$ cat config.mk
export PLATFORM = sky130hd
export DESIGN_NAME = bounded_deque_with_match_count_core
export DESIGN_NICKNAME = d
export VERILOG_FILES = /design/src/rtl/core/bdq_pkg.sv /design/src/rtl/core/bdq_ram.sv /design/src/rtl/core/bdq_match.sv /design/src/rtl/core/bounded_deque_with_match_count_core.sv
export VERILOG_INCLUDE_DIRS = /design/src /design/src/rtl/core
export SDC_FILE = /design/constraint.sdc
export NUM_CORES = 2
export LEC_CHECK = 0
export BUFFER_PORTS_ARGS = -buffer_cell sky130_fd_sc_hd__buf_2
export CORE_MARGIN = 3
export CORE_UTILIZATION = 29
export DETAILED_ROUTE_END_ITERATION = 16
export GPL_ROUTABILITY_DRIVEN = 0
export PLACE_DENSITY = 0.43
export RECOVER_POWER = 50
export REMOVE_ABC_BUFFERS = 1
export SETUP_SLACK_MARGIN = 0.3
export SLEW_MARGIN = 20
export SYNTH_ARGS = -nofsm -noshare
export SYNTH_HDL_FRONTEND = slang
export SYNTH_SLANG_ARGS = --single-unit
$ cat constraint.sdc
create_clock -name clk -period 12.6 [get_ports clk]
set_input_delay 2.52 -clock clk [delete_from_list [all_inputs] [get_ports clk]]
set_output_delay 2.52 -clock clk [all_outputs]
set_load 0.03 [all_outputs]
$ cat src/rtl/core/assert_macros.svh
// Assertion helpers for the RTL, included by the deque core.
`ifndef ASSERT_MACROS_SVH
`define ASSERT_MACROS_SVH

// Checked on every rising edge while out of reset.
`define BDQ_ASSERT(lbl, clk, rstn, prop) \
  lbl: assert property (@(posedge clk) disable iff (!(rstn)) (prop)) \
    else $error("bdq assertion failed");

// Checked on every rising edge, reset included.
`define BDQ_ASSERT_ALWAYS(lbl, clk, prop) \
  lbl: assert property (@(posedge clk) (prop)) \
    else $error("bdq assertion failed");

`endif

$ cat src/rtl/core/bdq_pkg.sv
`default_nettype none

package bdq_pkg;

  localparam int DATA_W   = 32;
  localparam int ACTION_W = 3;
  localparam int STATUS_W = 2;
  localparam int TALLY_W  = 7;

  // action codes
  localparam logic [ACTION_W-1:0] ACT_PUSH_BACK  = 3'd0;
  localparam logic [ACTION_W-1:0] ACT_POP_BACK   = 3'd1;
  localparam logic [ACTION_W-1:0] ACT_PUSH_FRONT = 3'd2;
  localparam logic [ACTION_W-1:0] ACT_POP_FRONT  = 3'd3;
  localparam logic [ACTION_W-1:0] ACT_LENGTH     = 3'd4;
  localparam logic [ACTION_W-1:0] ACT_SEARCH     = 3'd5;

  // status codes
  localparam logic [STATUS_W-1:0] ST_OK    = 2'd0;
  localparam logic [STATUS_W-1:0] ST_EMPTY = 2'd1;
  localparam logic [STATUS_W-1:0] ST_FULL  = 2'd2;

  typedef struct packed {
    logic [ACTION_W-1:0]      action;
    logic signed [DATA_W-1:0] data_value;
  } in_word_t;

  typedef struct packed {
    logic [STATUS_W-1:0]      status;
    logic signed [DATA_W-1:0] popped_value;
    logic [TALLY_W-1:0]       tally;
  } out_word_t;

  // control from the sequencer to the match unit
  typedef struct packed {
    logic load;  // capture key, clear count
    logic en;    // compare read data this cycle
  } match_ctrl_t;

endpackage

`default_nettype wire

$ cat src/rtl/core/bdq_ram.sv
`default_nettype none

module bdq_ram #(
  parameter int WIDTH = 32,
  parameter int DEPTH = 64
) (
  input  wire logic                     clk,
  input  wire logic                     wr_en,
  input  wire logic [$clog2(DEPTH)-1:0] wr_addr,
  input  wire logic [WIDTH-1:0]         wr_data,
  input  wire logic                     rd_en,
  input  wire logic [$clog2(DEPTH)-1:0] rd_addr,
  output logic      [WIDTH-1:0]         rd_data
);

  logic [WIDTH-1:0] mem_r [DEPTH];
  logic [WIDTH-1:0] rd_data_r;

  always_ff @(posedge clk) begin
    if (wr_en) begin
      mem_r[wr_addr] <= wr_data;
    end
    if (rd_en) begin
      rd_data_r <= mem_r[rd_addr];
    end
  end

  assign rd_data = rd_data_r;

endmodule

`default_nettype wire

$ cat src/rtl/core/bdq_match.sv
`default_nettype none

// Shared compare-and-count unit: one stored word per cycle against the key.
module bdq_match #(
  parameter int CNT_W = 7
) (
  input  wire logic                          clk,
  input  wire bdq_pkg::match_ctrl_t          ctrl,
  input  wire logic [bdq_pkg::DATA_W-1:0]    key,
  input  wire logic [bdq_pkg::DATA_W-1:0]    rd_data,
  output logic      [CNT_W-1:0]              count
);

  import bdq_pkg::*;

  logic [DATA_W-1:0] key_r;
  logic [CNT_W-1:0]  cnt_r;

  always_ff @(posedge clk) begin
    if (ctrl.load) begin
      key_r <= key;
      cnt_r <= '0;
    end else if (ctrl.en && (rd_data == key_r)) begin
      cnt_r <= cnt_r + CNT_W'(1);
    end
  end

  assign count = cnt_r;

endmodule

`default_nettype wire

$ cat src/rtl/core/bounded_deque_with_match_count_core.sv
`default_nettype none

// Bounded double-ended queue of signed 32-bit words, CAPACITY entries deep,
// with a length query and a match count. A word is taken when start is high
// and busy is low; each taken word gives exactly one result word on out_word,
// marked by a one-cycle out_strobe, and the receiver cannot stall it.
// Pushes, length queries, undefined actions and pops on an empty queue
// finish at once: the result shows in the cycle after acceptance and busy
// stays low, so one word per cycle is sustained. A pop that finds an entry
// holds busy while the registered entry memory read returns it. A search
// holds busy while the single read port feeds one stored entry per cycle
// into the shared compare unit, then posts the count. A push on a full
// queue is dropped with status full; a pop on an empty queue gives status
// empty and a zero value. The tally field keeps the low 7 bits of the count.
module bounded_deque_with_match_count_core #(
  parameter int CAPACITY = 64
) (
  input  wire logic               clk,
  input  wire logic               rst_n,
  input  wire logic               start,
  output logic                    busy,
  input  wire bdq_pkg::in_word_t  in_word,
  output logic                    out_strobe,
  output bdq_pkg::out_word_t      out_word
);

  import bdq_pkg::*;

  localparam int IDX_W = $clog2(CAPACITY);
  localparam int OCC_W = $clog2(CAPACITY + 1);
  localparam int SUM_W = OCC_W + 1;

  // Sequencer states, one-hot.
  typedef enum logic [3:0] {
    S_IDLE = 4'b0001,  // takes words, finishes short actions at once
    S_POPW = 4'b0010,  // pop: memory read data arrives
    S_SCAN = 4'b0100,  // search: walk entries front to back
    S_FIN  = 4'b1000   // search: last compare done, post count
  } state_t;

  // Store slot lying 'off' places after the front; sum stays below
  // 2*CAPACITY, so one compare and subtract wraps it.
  function automatic logic [IDX_W-1:0] slot_after(input logic [IDX_W-1:0] base,
                                                   input logic [OCC_W-1:0] off);
    logic [SUM_W-1:0] sum;
    sum = SUM_W'(base) + SUM_W'(off);
    if (sum >= SUM_W'(CAPACITY)) begin
      sum = sum - SUM_W'(CAPACITY);
    end
    return IDX_W'(sum);
  endfunction

  function automatic logic [IDX_W-1:0] slot_inc(input logic [IDX_W-1:0] p);
    return (p == IDX_W'(CAPACITY - 1)) ? '0 : p + IDX_W'(1);
  endfunction

  function automatic logic [IDX_W-1:0] slot_dec(input logic [IDX_W-1:0] p);
    return (p == '0) ? IDX_W'(CAPACITY - 1) : p - IDX_W'(1);
  endfunction

  state_t            state_r, state_nxt;
  logic [IDX_W-1:0]  front_r, front_nxt;
  logic [OCC_W-1:0]  occ_r, occ_nxt;
  logic [IDX_W-1:0]  scan_ptr_r, scan_ptr_nxt;
  logic [OCC_W-1:0]  rem_r, rem_nxt;       // entries still to read
  logic              pend_r, pend_nxt;     // read data due for compare
  logic              out_strobe_r, out_strobe_nxt;
  out_word_t         out_word_r, out_word_nxt;

  logic              accept;
  logic              is_full, is_empty;
  logic              wr_en, rd_en;
  logic [IDX_W-1:0]  wr_addr, rd_addr;
  logic [DATA_W-1:0] rd_data;
  match_ctrl_t       mctrl;
  logic [OCC_W-1:0]  match_cnt;

  assign accept   = start && (state_r == S_IDLE);
  assign busy     = (state_r != S_IDLE);
  assign is_full  = (occ_r == OCC_W'(CAPACITY));
  assign is_empty = (occ_r == '0);

  always_comb begin
    state_nxt      = state_r;
    front_nxt      = front_r;
    occ_nxt        = occ_r;
    scan_ptr_nxt   = scan_ptr_r;
    rem_nxt        = rem_r;
    pend_nxt       = 1'b0;
    out_strobe_nxt = 1'b0;
    out_word_nxt   = out_word_r;
    wr_en          = 1'b0;
    wr_addr        = slot_after(front_r, occ_r);
    rd_en          = 1'b0;
    rd_addr        = scan_ptr_r;
    mctrl          = '0;

    unique case (state_r)
      S_IDLE: begin
        if (accept) begin
          // Default result: all zero, posted next cycle.
          out_word_nxt   = '0;
          out_strobe_nxt = 1'b1;
          case (in_word.action)
            ACT_PUSH_BACK: begin
              if (is_full) begin
                out_word_nxt.status = ST_FULL;
              end else begin
                wr_en   = 1'b1;
                wr_addr = slot_after(front_r, occ_r);
                occ_nxt = occ_r + OCC_W'(1);
              end
            end
            ACT_PUSH_FRONT: begin
              if (is_full) begin
                out_word_nxt.status = ST_FULL;
              end else begin
                wr_en     = 1'b1;
                wr_addr   = slot_dec(front_r);
                front_nxt = slot_dec(front_r);
                occ_nxt   = occ_r + OCC_W'(1);
              end
            end
            ACT_POP_BACK: begin
              if (is_empty) begin
                out_word_nxt.status = ST_EMPTY;
              end else begin
                // tail entry sits at front + occ - 1
                rd_en          = 1'b1;
                rd_addr        = slot_after(front_r, occ_r - OCC_W'(1));
                occ_nxt        = occ_r - OCC_W'(1);
                out_strobe_nxt = 1'b0;
                state_nxt      = S_POPW;
              end
            end
            ACT_POP_FRONT: begin
              if (is_empty) begin
                out_word_nxt.status = ST_EMPTY;
              end else begin
                rd_en          = 1'b1;
                rd_addr        = front_r;
                front_nxt      = slot_inc(front_r);
                occ_nxt        = occ_r - OCC_W'(1);
                out_strobe_nxt = 1'b0;
                state_nxt      = S_POPW;
              end
            end
            ACT_LENGTH: begin
              out_word_nxt.tally = TALLY_W'(occ_r);
            end
            ACT_SEARCH: begin
              // Arm the compare unit and start the walk at the front.
              mctrl.load     = 1'b1;
              scan_ptr_nxt   = front_r;
              rem_nxt        = occ_r;
              out_strobe_nxt = 1'b0;
              state_nxt      = S_SCAN;
            end
            default: begin
              // undefined action: zero result, no state change
            end
          endcase
        end
      end

      S_POPW: begin
        out_word_nxt.popped_value = $signed(rd_data);
        out_strobe_nxt            = 1'b1;
        state_nxt                 = S_IDLE;
      end

      S_SCAN: begin
        // Compare the word read last cycle, issue the next read.
        mctrl.en = pend_r;
        if (rem_r != '0) begin
          rd_en        = 1'b1;
          rd_addr      = scan_ptr_r;
          scan_ptr_nxt = slot_inc(scan_ptr_r);
          rem_nxt      = rem_r - OCC_W'(1);
          pend_nxt     = 1'b1;
        end else begin
          state_nxt = S_FIN;
        end
      end

      S_FIN: begin
        out_word_nxt   = '0;
        out_word_nxt.tally = TALLY_W'(match_cnt);
        out_strobe_nxt = 1'b1;
        state_nxt      = S_IDLE;
      end

      default: begin
        state_nxt = S_IDLE;
      end
    endcase
  end

  always_ff @(posedge clk) begin
    if (!rst_n) begin
      state_r      <= S_IDLE;
      front_r      <= '0;
      occ_r        <= '0;
      scan_ptr_r   <= '0;
      rem_r        <= '0;
      pend_r       <= 1'b0;
      out_strobe_r <= 1'b0;
    end else begin
      state_r      <= state_nxt;
      front_r      <= front_nxt;
      occ_r        <= occ_nxt;
      scan_ptr_r   <= scan_ptr_nxt;
      rem_r        <= rem_nxt;
      pend_r       <= pend_nxt;
      out_strobe_r <= out_strobe_nxt;
    end
  end

  always_ff @(posedge clk) begin
    out_word_r <= out_word_nxt;
  end

  assign out_strobe = out_strobe_r;
  assign out_word   = out_word_r;

  // Entry storage: one write and one registered read per cycle.
  bdq_ram #(
    .WIDTH (DATA_W),
    .DEPTH (CAPACITY)
  ) u_entry_ram (
    .clk     (clk),
    .wr_en   (wr_en),
    .wr_addr (wr_addr),
    .wr_data (in_word.data_value),
    .rd_en   (rd_en),
    .rd_addr (rd_addr),
    .rd_data (rd_data)
  );

  // Shared compare unit for the search walk.
  bdq_match #(
    .CNT_W (OCC_W)
  ) u_match (
    .clk     (clk),
    .ctrl    (mctrl),
    .key     (in_word.data_value),
    .rd_data (rd_data),
    .count   (match_cnt)
  );

`include "assert_macros.svh"

  `BDQ_ASSERT(a_occ_bound, clk, rst_n, occ_r <= OCC_W'(CAPACITY))
  `BDQ_ASSERT(a_front_bound, clk, rst_n, front_r <= IDX_W'(CAPACITY - 1))
  `BDQ_ASSERT(a_pend_in_scan, clk, rst_n, pend_r |-> (state_r == S_SCAN))
  `BDQ_ASSERT(a_short_result, clk, rst_n, (accept && (in_word.action == ACT_PUSH_BACK || in_word.action == ACT_PUSH_FRONT || in_word.action == ACT_LENGTH)) |=> (out_strobe && !busy))

endmodule

`default_nettype wire

==> impl_metrics.yaml <==
outcome:
  status: "finished, violations left"
  violations: "max-capacitance violations, max-slew violations"
setup_path:
  cp.depth: 12
  path_delay_family: "buffers and inverters"
  critPathMaxFanout: 120
  arrival_ps: 8220
  r2r_cells: 13
  start_kind: "input port"
  critical-path-max-stage-delay_ps: 810
  crit_type: "input port to flip-flop"
  worst_setup_path_end_kind: "flip-flop"
  required_ps: 13360
  crit_chain: "clkbuf_1 > and3b_1 > o211a_1 > mux2_8 > buf_4 > buf_12 > buf_4 > nand2_1 > nand3_1 > nand3_1 > nand4_1 > and4_1"
  cp_num_buf_inv: 4
  critPathSlowestCell: "nand4_1"
cts:
  htreeDepth: 4
  clockBufferDepth: 3
  cts_made_buffers: 236
  tritoncts: "yes"
  cts_hold_buf: 0
  clkLatencyLatePin_ps: 890
  cts_resized: 0
  path_clk_slew_ps: 60
  cts_setup_buffers: 0
  clock-sinks: 2192
  clockRootBuffer: "clkbuf_16"
sta:
  rsz0062_at_grt: "no"
  timing_hold_violations_final: 0
  period_needed_ps: 7467
  fmax_mhz: 133.9
  worst_pin_slew_ps: 4546
  skew_ps: 92.86
  relSlewSlack: -2.031
  setup_viol: 0
  slew_violations: 2216
  finalCritPeriodShare: 0.5926
synth:
  synthTopCellsByCount: "edfxtp_1, nand2_1, nand3_1, mux2i_1, buf_2"
  synth_ff_type: "edfxtp_1"
  synth_top_area_cell: "edfxtp_1"
  ys_top_cells_by_area: "edfxtp_1, nand2_1, mux2i_1"
  synth_cells: 6109
  yosysTopAreaCellShare: 0.7407
  syn_area_per_cell_um2: 14.29
  seq_area_frac_synth: 0.7496
  post-synth-top-count-cell: "edfxtp_1"
  ys_seq_elements: 2192
  synth_warnings: 0
  syn-cell-area_um2: 87290
  synth_cell_type_count: 79
  ys_async_sr_fraction: 0
  synth-edff-count: 2153
drt:
  wl_mm: 304.2
  ant_nets: 0
  drc: 0
  vias_per_cell: 5.114
  first_iter_violations: 5673
  first_pass_iters: 6
  vias: 53360
  avgRoutedWirePerCell_um: 29.16
pwr:
  combPwrFrac: 0.088
  p_leak_nw: 33.84
  swShare: 0.2473
  peakVddDrop_mv: 0.1465
  intPower_w: 0.01255
  clkPwrFrac: 0.422
  netSwitchingPower_w: 0.004125
  power_per_cell_area_nw_per_um2: 165.0
  pwr-share-seq: 0.491
final_layout:
  fin_util: 0.3389
  final_layout_size_suffix_gt1_frac: 0.1127
  stdcell_count: 10430
  area_growth_pct: 15.82
  final_nets: 6316
hold_path:
  hold_path_class: "flip-flop to flip-flop"
  min_path_cells: 1
placement:
  dp.cells: 9958
  dpl.hpwl_mm: 170.2
  numPortBuffers: 80
run:
  cap_violations: 36
global_routing:
  grt_usage: 0.1927
  grt_max_degree: 156
  grt_pass1_wl_mm: 422.3
  grt-ovfl-total: 0
  grt_pass1_vias: 51530
  antenna_found_initial: 28
die:
  coreArea_um2: 298300
  initial_core_util: 0.2926
  die_h_um: 554.6
  die_area_um2: 307600
  rows: 200
  ios: 81
  die_w_um: 554.6
==> cell type report <==
class / instances / area [um^2]
timing repair buffer: 284 / 1943
sequential: 2192 / 65430
antenna: 42 / 105.1
tap: 3939 / 4928
inverter: 25 / 93.84
fill: 29060 / 197200
clock buffer: 283 / 6102
clock inverter: 149 / 1723
multi-input combinational: 3519 / 20770
==> cells in the final DEF, fill, tap and decap left out, types with 69 or more instances in the layout <==
cell type  instances
a32oi_1           69
nand4_1           75
nor2_4            73
edfxtp_1        2153
buf_4            155
buf_2             71
nand3_1          725
clkbuf_1          90
clkbuf_16        236
o22ai_1           75
a21oi_1          126
nand2_1         1387
mux2i_1          457
==> metrics by stage <==
step | setup TNS, ps | cell area (um^2) | hold slack [ps] | total power [W] | worst slack (ps)
final | 0 | 101100 | 446.9 | 0.01668 | 5133
after global routing | 0 | 101100 | 464.5 | 0.01722 | 4838
after CTS | 0 | 101100 | 448.3 | 0.01682 | 5260
after detailed placement | 0 | 93310 | 442.4 | 0.009788 | 4299
after global placement | 0 | 93210 | 439.4 | 0.009779 | 4332
after floorplan | -1255390 | 85400 | 416.1 | 0.009599 | -43420
==> power by group through the flow <==
| stage | Clock (W) | Sequential, W | Combinational [W] |
|---|---|---|---|
| CTS | 0.00719 | 0.00816 | 0.00147 |
| floorplan | 0 | 0.00834 | 0.00126 |
| finish | 0.00703 | 0.00818 | 0.00146 |
| global placement | 0 | 0.00832 | 0.00146 |
| detailed placement | 0 | 0.00832 | 0.00147 |
| global route | 0.00747 | 0.00819 | 0.00156 |
==> worst paths after layout <==
path / start / to / slack, ps
worst min-delay path: rem_r[6] / state_r[3] / 450
worst max register to register: occ_r[0] / u_entry_ram.rd_data[29] / 6110
worst min register to register: rem_r[6] / state_r[3] / 450
worst max-delay path: in_word[32] / u_entry_ram.rd_data[29] / 5130
==> per-layer routing <==
layer	part of all wire	track usage	vias to the layer above
li1	-	-	23290
met5	0.00018	0	-
met3	0.062	0.03051	376
met4	0.026	0.04972	8
met1	0.44	0.2683	27850
met2	0.47	0.3128	1836
==> logic make-up after synthesis <==
group                      after synthesis  synth area share
xor gates and xnor gates                59          0.005920
buffers and inverters                  398           0.02270
DFF                                   2192            0.7496
and+or+nand+nor                       2500            0.1273
AOI/OAI and AO/OA                      471           0.03741
muxes                                  469           0.05407
adders and majority gates               20          0.003039
==> flip-flops by register name, indices dropped and copies added, names as in the netlist <==
signal,flops
u_match.key_r,32
u_entry_ram.rd_data,32
u_match.count,7
pend_r,1
front_r,6
out_strobe,1
state_r,4
occ_r,7
scan_ptr_r,6
out_word,41
u_entry_ram.mem_r,2048
rem_r,7
(Power assumes the default switching activity.)
